## config.mk

```make
export PLATFORM = sky130hd
export DESIGN_NAME = sync_length_checksum_deframer
export DESIGN_NICKNAME = d
export VERILOG_FILES = /design/src/hdl/slcd_pkg.sv /design/src/hdl/slcd_ram.sv /design/src/hdl/slcd_ctrl.sv /design/src/hdl/slcd_datapath.sv /design/src/hdl/sync_length_checksum_deframer.sv
export SDC_FILE = /design/constraint.sdc
export NUM_CORES = 1
export LEC_CHECK = 0
export ABC_CLOCK_PERIOD_IN_PS = 11600
export BUFFER_PORTS_ARGS = -buffer_cell sky130_fd_sc_hd__buf_4
export CELL_PAD_IN_SITES_DETAIL_PLACEMENT = 1
export CELL_PAD_IN_SITES_GLOBAL_PLACEMENT = 2
export CORE_AREA = 2 2 153 155
export CTS_CLUSTER_SIZE = 20
export DETAILED_ROUTE_END_ITERATION = 10
export DIE_AREA = 0 0 155 157
export PLACE_DENSITY = 0.75
export SLEW_MARGIN = 20
export SYNTH_ARGS = -nofsm -noshare
export SYNTH_HDL_FRONTEND = slang
export SYNTH_HIERARCHICAL = 1
export SYNTH_SLANG_ARGS = --single-unit
```

## constraint.sdc

```tcl
create_clock -name i_clk -period 11.6 [get_ports i_clk]
set_input_delay 2.32 -clock i_clk [delete_from_list [all_inputs] [get_ports i_clk]]
set_output_delay 2.32 -clock i_clk [all_outputs]
set_load 0.05 [all_outputs]
```

## src/hdl/slcd_pkg.sv

```systemverilog
// ----------------------------------------------------------------------------
// slcd_pkg
// Shared types and constants of the sync/length/checksum deframer: register
// indexes, result status codes and the controller/datapath command and status.
// ----------------------------------------------------------------------------
package slcd_pkg;

    // Configuration register indexes
    localparam logic [7:0] CFG_SYNC_VALUE = 8'd0;
    localparam logic [7:0] CFG_MAX_LENGTH = 8'd1;

    // Reset values of the configuration registers
    localparam logic [7:0] SYNC_RESET    = 8'hEA;
    localparam logic [4:0] MAXLEN_RESET  = 5'd16;

    // Most results one frame may produce
    localparam int MAX_RESULTS = 16;

    // Result status codes
    localparam logic [1:0] ST_OK      = 2'd0;
    localparam logic [1:0] ST_LEN_ERR = 2'd1;
    localparam logic [1:0] ST_SUM_ERR = 2'd2;

    // Commands from controller to datapath
    typedef struct packed {
        logic ld_sync;      // sync byte taken: seed checksum
        logic ld_opcode;    // opcode byte taken
        logic ld_length;    // accepted length byte taken
        logic wr_byte;      // payload byte taken
        logic put_len_err;  // load length-error result
        logic put_sum_err;  // load checksum-error result
        logic put_empty;    // load empty-frame result
        logic start_emit;   // begin payload emission
    } t_dp_cmd;

    // Status from datapath to controller
    typedef struct packed {
        logic sync_match;
        logic len_over;
        logic len_zero;
        logic count_done;
        logic sum_match;
        logic held_zero;
        logic out_free;
        logic emit_final;
    } t_dp_stat;

endpackage

```

## src/hdl/slcd_ram.sv

```systemverilog
// ----------------------------------------------------------------------------
// slcd_ram
// Generic single-write, single-read RAM with registered read data.
// ----------------------------------------------------------------------------
module slcd_ram #(
    parameter int WIDTH  = 8,
    parameter int DEPTH  = 16,
    parameter int ADDR_W = (DEPTH > 1) ? $clog2(DEPTH) : 1
) (
    input  logic              i_clk,
    input  logic              i_wr_en,
    input  logic [ADDR_W-1:0] i_wr_addr,
    input  logic [WIDTH-1:0]  i_wr_data,
    input  logic [ADDR_W-1:0] i_rd_addr,
    output logic [WIDTH-1:0]  o_rd_data
);

    logic [WIDTH-1:0] r_mem [DEPTH];
    logic [WIDTH-1:0] r_rd_data;

    always_ff @(posedge i_clk) begin
        if (i_wr_en) begin
            r_mem[i_wr_addr] <= i_wr_data;
        end
        r_rd_data <= r_mem[i_rd_addr];
    end

    assign o_rd_data = r_rd_data;

endmodule

```

## src/hdl/slcd_ctrl.sv

```systemverilog
// ----------------------------------------------------------------------------
// slcd_ctrl
// Frame phase state machine: decodes each accepted byte into datapath
// commands and holds input off while payload bytes are emitted.
// ----------------------------------------------------------------------------
module slcd_ctrl
    import slcd_pkg::*;
(
    input  logic     i_clk,
    input  logic     i_rst_n,
    input  logic     i_in_valid,
    output logic     o_in_ready,
    input  t_dp_stat i_stat,
    output t_dp_cmd  o_cmd
);

    typedef enum logic [2:0] {
        S_HUNT,
        S_OPCODE,
        S_LENGTH,
        S_PAYLOAD,
        S_CHECK,
        S_EMIT
    } t_state;

    t_state r_state;
    t_state n_state;
    logic   take;

    assign o_in_ready = (r_state != S_EMIT) && i_stat.out_free;
    assign take       = i_in_valid && o_in_ready;

    always_comb begin
        n_state = r_state;
        o_cmd   = '0;
        case (r_state)
            S_HUNT: begin
                if (take && i_stat.sync_match) begin
                    o_cmd.ld_sync = 1'b1;
                    n_state       = S_OPCODE;
                end
            end
            S_OPCODE: begin
                if (take) begin
                    o_cmd.ld_opcode = 1'b1;
                    n_state         = S_LENGTH;
                end
            end
            S_LENGTH: begin
                if (take) begin
                    if (i_stat.len_over) begin
                        o_cmd.put_len_err = 1'b1;
                        n_state           = S_HUNT;
                    end else begin
                        o_cmd.ld_length = 1'b1;
                        n_state         = i_stat.len_zero ? S_CHECK : S_PAYLOAD;
                    end
                end
            end
            S_PAYLOAD: begin
                if (take) begin
                    o_cmd.wr_byte = 1'b1;
                    if (i_stat.count_done) begin
                        n_state = S_CHECK;
                    end
                end
            end
            S_CHECK: begin
                if (take) begin
                    n_state = S_HUNT;
                    if (!i_stat.sum_match) begin
                        o_cmd.put_sum_err = 1'b1;
                    end else if (i_stat.held_zero) begin
                        o_cmd.put_empty = 1'b1;
                    end else begin
                        o_cmd.start_emit = 1'b1;
                        n_state          = S_EMIT;
                    end
                end
            end
            S_EMIT: begin
                if (i_stat.emit_final) begin
                    n_state = S_HUNT;
                end
            end
            default: begin
                n_state = S_HUNT;
            end
        endcase
    end

    always_ff @(posedge i_clk) begin
        if (!i_rst_n) begin
            r_state <= S_HUNT;
        end else begin
            r_state <= n_state;
        end
    end

endmodule

```

## src/hdl/slcd_datapath.sv

```systemverilog
// ----------------------------------------------------------------------------
// slcd_datapath
// Configuration registers, frame fields, running checksum, payload store
// and the result output register.
// ----------------------------------------------------------------------------
module slcd_datapath
    import slcd_pkg::*;
#(
    parameter int PAYLOAD_DEPTH = 16
) (
    input  logic       i_clk,
    input  logic       i_rst_n,
    input  logic       i_cfg_valid,
    input  logic [7:0] i_cfg_index,
    input  logic [7:0] i_cfg_data,
    input  logic [7:0] i_rx_byte,
    input  t_dp_cmd    i_cmd,
    output t_dp_stat   o_stat,
    output logic       o_out_valid,
    input  logic       i_out_ready,
    output logic [7:0] o_frame_opcode,
    output logic [7:0] o_frame_length,
    output logic [7:0] o_payload_byte,
    output logic [3:0] o_payload_index,
    output logic [1:0] o_status,
    output logic       o_last
);

    localparam int ADDR_W = (PAYLOAD_DEPTH > 1) ? $clog2(PAYLOAD_DEPTH) : 1;
    localparam logic [4:0] LIM_CAP =
        5'((PAYLOAD_DEPTH < MAX_RESULTS) ? PAYLOAD_DEPTH : MAX_RESULTS);

    logic [7:0] r_sync_value;
    logic [4:0] r_max_length;
    logic [7:0] r_opcode;
    logic [4:0] r_held_length;
    logic [4:0] r_byte_count;
    logic [7:0] r_check;

    logic       r_out_valid;
    logic [7:0] r_out_opcode;
    logic [7:0] r_out_length;
    logic [1:0] r_out_status;
    logic       r_last;
    logic       r_from_ram;
    logic [3:0] r_idx;
    logic [3:0] n_idx;

    logic [4:0] limit;
    logic       out_take;
    logic       load_any;
    logic [7:0] rd_data;

    assign limit    = (r_max_length > LIM_CAP) ? LIM_CAP : r_max_length;
    assign out_take = r_out_valid && i_out_ready;
    assign load_any = i_cmd.put_len_err || i_cmd.put_sum_err || i_cmd.put_empty
                      || i_cmd.start_emit;

    always_comb begin
        o_stat.sync_match = (i_rx_byte == r_sync_value);
        o_stat.len_over   = (i_rx_byte > {3'b000, limit});
        o_stat.len_zero   = (i_rx_byte == 8'd0);
        o_stat.count_done = ((r_byte_count + 5'd1) >= r_held_length);
        o_stat.sum_match  = (i_rx_byte == r_check);
        o_stat.held_zero  = (r_held_length == 5'd0);
        o_stat.out_free   = !r_out_valid || i_out_ready;
        o_stat.emit_final = out_take && r_last;
    end

    // Configuration registers
    always_ff @(posedge i_clk) begin
        if (!i_rst_n) begin
            r_sync_value <= SYNC_RESET;
            r_max_length <= MAXLEN_RESET;
        end else if (i_cfg_valid) begin
            if (i_cfg_index == CFG_SYNC_VALUE) begin
                r_sync_value <= i_cfg_data;
            end else if (i_cfg_index == CFG_MAX_LENGTH) begin
                r_max_length <= i_cfg_data[4:0];
            end
        end
    end

    // Frame fields and running checksum
    always_ff @(posedge i_clk) begin
        if (!i_rst_n) begin
            r_opcode      <= 8'd0;
            r_held_length <= 5'd0;
            r_byte_count  <= 5'd0;
            r_check       <= 8'hFF;
        end else begin
            if (i_cmd.ld_sync) begin
                r_check <= 8'hFF - i_rx_byte;
            end
            if (i_cmd.ld_opcode) begin
                r_opcode <= i_rx_byte;
                r_check  <= r_check - i_rx_byte;
            end
            if (i_cmd.ld_length) begin
                r_held_length <= i_rx_byte[4:0];
                r_byte_count  <= 5'd0;
                r_check       <= r_check - i_rx_byte;
            end
            if (i_cmd.wr_byte) begin
                r_byte_count <= r_byte_count + 5'd1;
                r_check      <= r_check - i_rx_byte;
            end
        end
    end

    // Next result index; also the read address, so data lines up with r_idx
    always_comb begin
        if (load_any) begin
            n_idx = 4'd0;
        end else if (out_take && !r_last) begin
            n_idx = r_idx + 4'd1;
        end else begin
            n_idx = r_idx;
        end
    end

    slcd_ram #(
        .WIDTH  (8),
        .DEPTH  (PAYLOAD_DEPTH),
        .ADDR_W (ADDR_W)
    ) u_store (
        .i_clk     (i_clk),
        .i_wr_en   (i_cmd.wr_byte),
        .i_wr_addr (ADDR_W'(r_byte_count)),
        .i_wr_data (i_rx_byte),
        .i_rd_addr (ADDR_W'(n_idx)),
        .o_rd_data (rd_data)
    );

    // Output valid
    always_ff @(posedge i_clk) begin
        if (!i_rst_n) begin
            r_out_valid <= 1'b0;
        end else if (load_any) begin
            r_out_valid <= 1'b1;
        end else if (out_take && r_last) begin
            r_out_valid <= 1'b0;
        end
    end

    // Output payload
    always_ff @(posedge i_clk) begin
        r_idx <= n_idx;
        if (i_cmd.put_len_err) begin
            r_out_opcode <= r_opcode;
            r_out_length <= i_rx_byte;
            r_out_status <= ST_LEN_ERR;
            r_last       <= 1'b1;
            r_from_ram   <= 1'b0;
        end else if (i_cmd.put_sum_err) begin
            r_out_opcode <= r_opcode;
            r_out_length <= {3'b000, r_held_length};
            r_out_status <= ST_SUM_ERR;
            r_last       <= 1'b1;
            r_from_ram   <= 1'b0;
        end else if (i_cmd.put_empty) begin
            r_out_opcode <= r_opcode;
            r_out_length <= 8'd0;
            r_out_status <= ST_OK;
            r_last       <= 1'b1;
            r_from_ram   <= 1'b0;
        end else if (i_cmd.start_emit) begin
            r_out_opcode <= r_opcode;
            r_out_length <= {3'b000, r_held_length};
            r_out_status <= ST_OK;
            r_last       <= (r_held_length == 5'd1);
            r_from_ram   <= 1'b1;
        end else if (out_take && !r_last) begin
            r_last <= (({1'b0, r_idx} + 5'd2) == r_held_length);
        end
    end

    assign o_out_valid     = r_out_valid;
    assign o_frame_opcode  = r_out_opcode;
    assign o_frame_length  = r_out_length;
    assign o_payload_byte  = r_from_ram ? rd_data : 8'd0;
    assign o_payload_index = r_idx;
    assign o_status        = r_out_status;
    assign o_last          = r_last;

endmodule

```

## src/hdl/sync_length_checksum_deframer.sv

```systemverilog
// ----------------------------------------------------------------------------
// sync_length_checksum_deframer
// Byte-stream deframer: sync byte, opcode, length, payload, checksum.
//
// Usage:
//   Input channel (i_in_valid / o_in_ready / i_rx_byte) takes one received
//   byte per transaction. One byte per cycle is sustained while the output
//   register is free and no payload is being emitted.
//   Output channel (o_out_valid / i_out_ready) carries results. A good frame
//   with payload gives one result per payload byte, index 0 upwards, last set
//   on the final one; an empty frame gives one ok result; a bad length or bad
//   checksum gives one error result with last set.
//   A result appears the cycle after the byte that completes it.
//   Payload bytes then follow one per cycle while the receiver is ready, read
//   from the payload RAM through its registered port; input is held off
//   until the last one is taken.
//   The receiver may stall at any time: the result register holds and input
//   waits while a result is pending and not being taken.
//   Configuration port (i_cfg_valid / o_cfg_ready) is always ready; index 0
//   is the sync value, index 1 the largest payload length; other indexes
//   are dropped.
//   Reset (i_rst_n low, synchronous) returns to sync hunting, empties the
//   result register and restores the register defaults.
// ----------------------------------------------------------------------------
module sync_length_checksum_deframer
    import slcd_pkg::*;
#(
    parameter int PAYLOAD_DEPTH = 16
) (
    input  logic       i_clk,
    input  logic       i_rst_n,
    // configuration
    input  logic       i_cfg_valid,
    output logic       o_cfg_ready,
    input  logic [7:0] i_cfg_index,
    input  logic [7:0] i_cfg_data,
    // received bytes
    input  logic       i_in_valid,
    output logic       o_in_ready,
    input  logic [7:0] i_rx_byte,
    // results
    output logic       o_out_valid,
    input  logic       i_out_ready,
    output logic [7:0] o_frame_opcode,
    output logic [7:0] o_frame_length,
    output logic [7:0] o_payload_byte,
    output logic [3:0] o_payload_index,
    output logic [1:0] o_status,
    output logic       o_last
);

    t_dp_cmd  cmd;
    t_dp_stat stat;

    // Registers take a write in any cycle
    assign o_cfg_ready = 1'b1;

    // Phase sequencing: decode each byte into commands
    slcd_ctrl u_ctrl (
        .i_clk      (i_clk),
        .i_rst_n    (i_rst_n),
        .i_in_valid (i_in_valid),
        .o_in_ready (o_in_ready),
        .i_stat     (stat),
        .o_cmd      (cmd)
    );

    // Fields, checksum, payload store and result register
    slcd_datapath #(
        .PAYLOAD_DEPTH (PAYLOAD_DEPTH)
    ) u_dp (
        .i_clk           (i_clk),
        .i_rst_n         (i_rst_n),
        .i_cfg_valid     (i_cfg_valid),
        .i_cfg_index     (i_cfg_index),
        .i_cfg_data      (i_cfg_data),
        .i_rx_byte       (i_rx_byte),
        .i_cmd           (cmd),
        .o_stat          (stat),
        .o_out_valid     (o_out_valid),
        .i_out_ready     (i_out_ready),
        .o_frame_opcode  (o_frame_opcode),
        .o_frame_length  (o_frame_length),
        .o_payload_byte  (o_payload_byte),
        .o_payload_index (o_payload_index),
        .o_status        (o_status),
        .o_last          (o_last)
    );

    // Never take a byte while a pending result is stalled
    a_no_take_when_blocked: assert property (@(posedge i_clk) disable iff (!i_rst_n)
        (o_out_valid && !i_out_ready) |-> !o_in_ready)
        else $error("input taken while result stalled");

    // Error results always close the frame
    a_error_is_last: assert property (@(posedge i_clk) disable iff (!i_rst_n)
        (o_out_valid && o_status != ST_OK) |-> o_last)
        else $error("error result without last");

    // A taken non-final payload result is followed by the next index
    a_emit_advances: assert property (@(posedge i_clk) disable iff (!i_rst_n)
        (o_out_valid && i_out_ready && !o_last) |=>
        (o_out_valid && o_payload_index == 4'($past(o_payload_index) + 4'd1)))
        else $error("payload emission skipped or stopped");

    // No new bytes during payload emission
    a_hold_during_emit: assert property (@(posedge i_clk) disable iff (!i_rst_n)
        (o_out_valid && !o_last) |-> !o_in_ready)
        else $error("input taken during payload emission");

endmodule

```

# --- After elaboration in Yosys (flattened, before gate mapping) ---
# Memories as Yosys holds them, arrays and structs flattened. A register that Yosys moved wholly into a read port is not among the register bits.
# Cells that the tools add are included.
classes:
  n_addsub: 5
  magnitude_cmp: 3
  eq_ne: 18
  mux: 56
  bitwise: 1
  reduce_logical: 26
op_table:
  columns: ["cell", "n"]
  rows:
  - ["2-to-1 mux 8 bit", 13]
  - ["2-to-1 mux 3 bit", 13]
  - ["2-to-1 mux 1 bit", 20]
  - ["one-hot mux 3 bit (6 select lines)", 1]
  - ["== test 8 bit", 2]
  - ["logical NOT 8 bit", 2]
  - ["2-to-1 mux 5 bit", 3]
  - ["!= test 2 x 1 -> 1 bit, second input constant", 5]
  - ["== test 8 x 1 -> 1 bit, second input constant", 1]
  - ["greater-than comparator 8 x 5 -> 1 bit", 1]
  - ["2-to-1 mux 2 bit", 4]
  - ["2-to-1 mux 4 bit", 2]
  - ["nonzero test 4 bit", 2]
  - ["subtractor 8 bit", 1]
  - ["subtractor 8 bit, first input constant", 1]
  - ["AND reduction 7 bit", 1]
  - ["== test 3 x 2 -> 1 bit, second input constant", 2]
  - ["== test 3 bit, second input constant", 2]
  - ["logical AND 1 bit", 6]
  - ["nonzero test 2 bit", 3]
  - ["adder 4 x 2 -> 5 bit, second input constant", 1]
  - ["adder 5 x 1 -> 5 bit, second input constant", 1]
  - ["== test 5 x 1 -> 1 bit, second input constant", 1]
  - ["== test 5 bit", 1]
  - ["15 further kinds", 20]
totals:
  regBits: 67
  ramBits: 128
  input_bits: 29
  output_inout_bits: 34
  word_cells: 124
  memories: 1
memory_table:
  columns: ["name", "depth", "width", "rd", "rd_ports_with_merged_regs", "write_ports", "line", "source"]
  rows:
  - ["u_dp.u_store.r_mem", 16, 8, 1, 1, 1, "slcd_ram.sv:18", "logic [WIDTH-1:0] r_mem [DEPTH];"]

# --- Longest topological paths before layout ---
depth:
  ltp_word: 11
  depth_mapped: 18
  ltp_nobuf: 15

# --- Modules after synthesis ---
# The synthesis kept the hierarchy.
modules_own_cells:
  columns: ["mod", "n_inst", "cells_each", "area_per_inst_um2"]
  rows:
  - ["slcd_ram", 1, 229, 5147.4]
  - ["slcd_datapath", 1, 364, 3455.8]
  - ["slcd_ctrl", 1, 53, 376.6]
  - ["sync_length_checksum_deframer", 1, 2, 11.3]

# --- Worst setup path after synthesis ---
# OpenSTA, ideal clock, no wires.
synth_path:
  path_kind: "input to output"
  from: "input i_out_ready"
  to: "output o_in_ready"
  t_arrival_ps: 3651
  required_ps: 9280
  setup_slack_ps: 5629
  cell_stages: 2
  path_buffers: 0
  cell_sequence: "nand2b_1 a21boi_0"
synth_between:
  elab_chain_len: 2
synth_lines:
  columns: ["element", "line", "source"]
  rows:
  - ["start: declaration", "sync_length_checksum_deframer.sv:43", "input logic i_out_ready,"]
  - ["logical OR 1 bit", "slcd_datapath.sv:66", "o_stat.out_free = !r_out_valid || i_out_ready;"]
  - ["logical AND 1 bit", "slcd_ctrl.sv:30", "assign o_in_ready = (r_state != S_EMIT) && i_stat.out_free;"]
  - ["end: declaration", "sync_length_checksum_deframer.sv:39", "output logic o_in_ready,"]
# Every way passes these cells.

==> results by group <==
Outcome
  – Status: completed

Layout
  – Fraction of layout instances using a drive strength above 1: 0.186
  – Commonest cells after routing, fill and taps aside: sky130_fd_sc_hd__edfxtp_1 (144), sky130_fd_sc_hd__buf_4 (69), sky130_fd_sc_hd__dfxtp_1 (59), sky130_fd_sc_hd__nand2_1 (51)
  – # nets final: 760
  – Most common cell after layout, fill and taps aside: sky130_fd_sc_hd__edfxtp_1
  – Signed area change from the synthesized netlist to the final layout: 15.6%
  – Final Instance Area: 10400 um2
  – Number of diodes added for antenna fixing: 0

CTS
  – Clock tree from TritonCTS: built
  – TritonCTS sink count: 203
  – Post CTS Setup Buffer Count: 0
  – Number of resized instances in the post-cts repair step: 0
  – Maximum level of the CTS H-tree: 1
  – Clock-pin slew of the registers on the worst-case setup and hold paths: 60 ps
  – Maximum clock insertion buffer count: 3
  – Source-to-sink clock delay at the later pin of the worst-skew pair: 520 ps
  – TritonCTS Buffers: 23
  – Cell at the root of the clock tree: sky130_fd_sc_hd__clkbuf_16
  – # hold bufs at CTS: 0

Drt
  – Per-cell routed wire length: 21.1 um
  – Initial drt markers: 256
  – Wire length after detailed routing: 21.3 mm
  – Average vias per placed instance: 5.35
  – Antenna viol nets, final: 0
  – Via count: 5406
  – Number of detailed-route iterations in the first pass: 5
  – Remaining routing DRC violations: 0

Yosys
  – Prevailing post-synth register cell: sky130_fd_sc_hd__edfxtp_1
  – Dominant cell type by area after synthesis: sky130_fd_sc_hd__edfxtp_1
  – Mapped Area: 8990 um2
  – Number of enable-type register cells in the synthesized netlist: 144
  – Post-synthesis share of cell area spent on and, or, nand and nor gates: 0.119
  – Dominant combinational cell family by area after synthesis: multiplexers
  – Syn nets: 698
  – Flops & latches, synth: 203
  – Count of cell types in the netlist: 63
  – Multiplexer share of the synthesized area: 0.122
  – Count of yosys warnings during synthesis: 6
  – Fraction of synthesized cell area in xor and xnor cells: 0.0185
  – Seq/Total Area, Yosys: 0.612
  – Synthesized-area fraction occupied by ao, oa, aoi and oai cells: 0.0655
  – Cell count after synthesis: 648
  – Mean instance size in the synthesized netlist: 13.9 um2
  – Top area cells in the synthesized netlist: sky130_fd_sc_hd__edfxtp_1 (48%), sky130_fd_sc_hd__dfxtp_1 (13%), sky130_fd_sc_hd__mux4_2 (4.5%), sky130_fd_sc_hd__mux4_1 (4.1%), sky130_fd_sc_hd__mux2i_1 (3.6%)
  – Share of synthesized cell area in full adder, half adder and majority cells: 0.0301
  – Share of flip-flops with an asynchronous set or reset: 0
  – Share of Yosys cell area claimed by the top area cell type: 0.481

Setup path
  – Worst path slowest cell: sky130_fd_sc_hd__mux4_1
  – Setup slack, reg-to-reg: 7110 ps
  – Crit path required time: 12000 ps
  – Worst Reg-to-Reg Cells: 16
  – Crit path DAT: 6470 ps
  – Cell family with the largest share of critical-path delay: simple AND/OR/NAND/NOR gates
  – CP Launch Point: i_rx_byte[1]
  – Startpoint type of the worst setup path: primary input
  – Reg2Reg Capture Point: u_dp/u_store/o_rd_data[0]$_DFF_P_
  – Number of buffer and inverter stages on the critical path: 2
  – Launch point of the worst reg-to-reg path: u_dp/r_max_length[4]$_SDFFE_PN1P_
  – Stages on worst setup path: 15
  – Delay of the slowest cell on the worst path: 660 ps
  – Cell-by-cell listing of the critical path: buf_4 > ha_1 > nor2b_1 > o21ai_0 > nand2b_1 > a211oi_1 > o21bai_1 > and3_1 > nor3_1 > nand2b_1 > nor2_4 > buf_4 > mux4_1 > a22oi_1 > nand2_1
  – Highest fanout seen on the critical path: 33
  – Type of the worst setup path: in -> reg
  – Capturing element type of the critical path: register
  – End point of the critical path: u_dp/u_store/o_rd_data[0]$_DFF_P_

STA
  – Final period util: 0.523
  – Minimum period implied by the final worst setup slack: 6070 ps
  – Actual transition at the worst max-transition pin: 1040 ps
  – Worst slew margin: 0.301
  – Setup violators final: 0
  – Highest achievable clock rate: 165 MHz
  – Number of hold violations in the final report: 0
  – Worst setup skew after layout: 11.6 ps
  – Summed negative setup slack over all endpoints: 0 ps
  – RSZ-0062 raised after global routing: false
  – Final-report max-slew violation count: 0

Place
  – Routability congestion estimate: 0.780
  – DPL Wire Length: 13.9 mm
  – IO buf count: 61
  – Standard cell area after detailed placement: 9690 um2

Pwr
  – P per Cell Area: 145 nW/um2
  – Maximum vdd drop: 0.0838 mV
  – Static Leak: 3.55 nW

Worst hold path
  – Classification of the worst-slack hold path: reg -> reg
  – Hold path cells: 0

Global routing
  – Total congestion overflow after global routing: 0
  – Via count of the first global-routing pass: 5804
  – Global-route wire length before repair: 32.9 mm
  – Pin count of the biggest net entering global routing: 53
  – Global Route Usage Sum: 0.178
  – Initial antenna violation count: 1

Die
  – Number of top-level pins: 63
  – Core outline area: 22500 um2
  – Die width: 155 um
  – Overall die height: 157 um
  – Initial core utilization: 0.400
  – Die Outline Area: 24300 um2
  – Std-Cell Rows: 55

Run
  – Max cap viols: 0
==> worst min path at each step <==
stage / endpoint / slack (ps) / from
floorplan: u_dp/o_frame_opcode[0]$_DFFE_PP_ / 410 / u_dp/r_opcode[0]$_SDFFE_PN0P_
global placement: u_dp/o_frame_opcode[0]$_DFFE_PP_ / 420 / u_dp/r_opcode[0]$_SDFFE_PN0P_
detailed placement: u_dp/o_frame_opcode[6]$_DFFE_PP_ / 420 / u_dp/r_opcode[6]$_SDFFE_PN0P_
CTS: u_dp/o_frame_opcode[0]$_DFFE_PP_ / 430 / u_dp/r_opcode[0]$_SDFFE_PN0P_
global route: u_dp/o_frame_opcode[0]$_DFFE_PP_ / 440 / u_dp/r_opcode[0]$_SDFFE_PN0P_
finish: u_dp/o_frame_opcode[6]$_DFFE_PP_ / 440 / u_dp/r_opcode[6]$_SDFFE_PN0P_
==> worst reg2reg max path: cells and delay by family (launching register included) <==
| family | cells | cell delay [ps] |
|---|---|---|
| AOI/OAI and AO/OA | 4 | 900 |
| adders and majority gates | 1 | 280 |
| buffers and inverters | 2 | 620 |
| DFF | 1 | 320 |
| muxes | 1 | 680 |
| and+or+nand+nor | 8 | 1580 |
==> layout make-up <==
type / count / area [um2]
inverters: 23 / 86.3
fillers: 2276 / 12100
multi-input cells: 390 / 3220
repair buffers: 69 / 518
well taps: 285 / 357
flip-flops and latches: 203 / 5510
clock inverters: 11 / 100
clock buffers: 29 / 608
==> synthesized netlist by cell type (all sizes together) (15+ instances only) <==
cell type,n
mux2i,32
o21ai,18
nand2,51
inv,23
and2,15
a22oi,16
edfxtp,144
nor2,35
buf,18
ha,20
nor2b,31
dfxtp,59
mux4,32
==> per-stage QoR <==
step                total power [W]   util  instances  hold WS (ps)  setup slack (ps)
detailed placement         0.000837  0.430        970           417              4930
CTS                         0.00153  0.462       1010           435              5430
global placement           0.000835  0.430        970           419              5130
floorplan                  0.000812      -        648           408              5630
global route                0.00155  0.462       1010           436              5180
finish                      0.00151  0.462       1010           435              5530
==> per-layer routing <==
| metal | share of wire | vias up | routed length [um] | global-route usage |
|---|---|---|---|---|
| met1 | 0.44 | 2744 | 9350 | 0.228 |
| met2 | 0.51 | 83 | 10800 | 0.316 |
| met4 | 0.022 | 0 | 466 | 0.0489 |
| met5 | 0 | - | 0 | 0 |
| li1 | - | 2550 | - | - |
| met3 | 0.034 | 29 | 725 | 0.0248 |
==> report_power, final <==
group / switching [W] / total, W / internal [W]
Clock: 0.000289 / 0.000685 / 0.000395
Sequential: 0.000000570 / 0.000776 / 0.000775
Combinational: 0.0000291 / 0.0000448 / 0.0000158
==> state kept, by name, summed over array words and instances (netlist names), 3 cells and up <==
name / count
u_dp/u_store/o_rd_data: 8
u_dp/o_frame_length: 8
u_dp/r_opcode: 8
u_dp/r_byte_count: 5
u_dp/r_sync_value: 8
u_dp/r_max_length: 5
u_dp/u_store/r_mem: 128
u_ctrl/r_state: 3
u_dp/r_check: 8
u_dp/o_payload_index: 4
u_dp/o_frame_opcode: 8
u_dp/r_held_length: 5
==> logic make-up after synthesis <==
family	after synthesis
multiplexers	64
buffers and inverters	55
other	1
AO/OA/AOI/OAI	84
AND/OR/NAND/NOR	201
adder cells (fa/ha/maj)	21
flip-flops	203
XOR/XNOR	19
No activity file was read; power rests on OpenSTA's default activity.
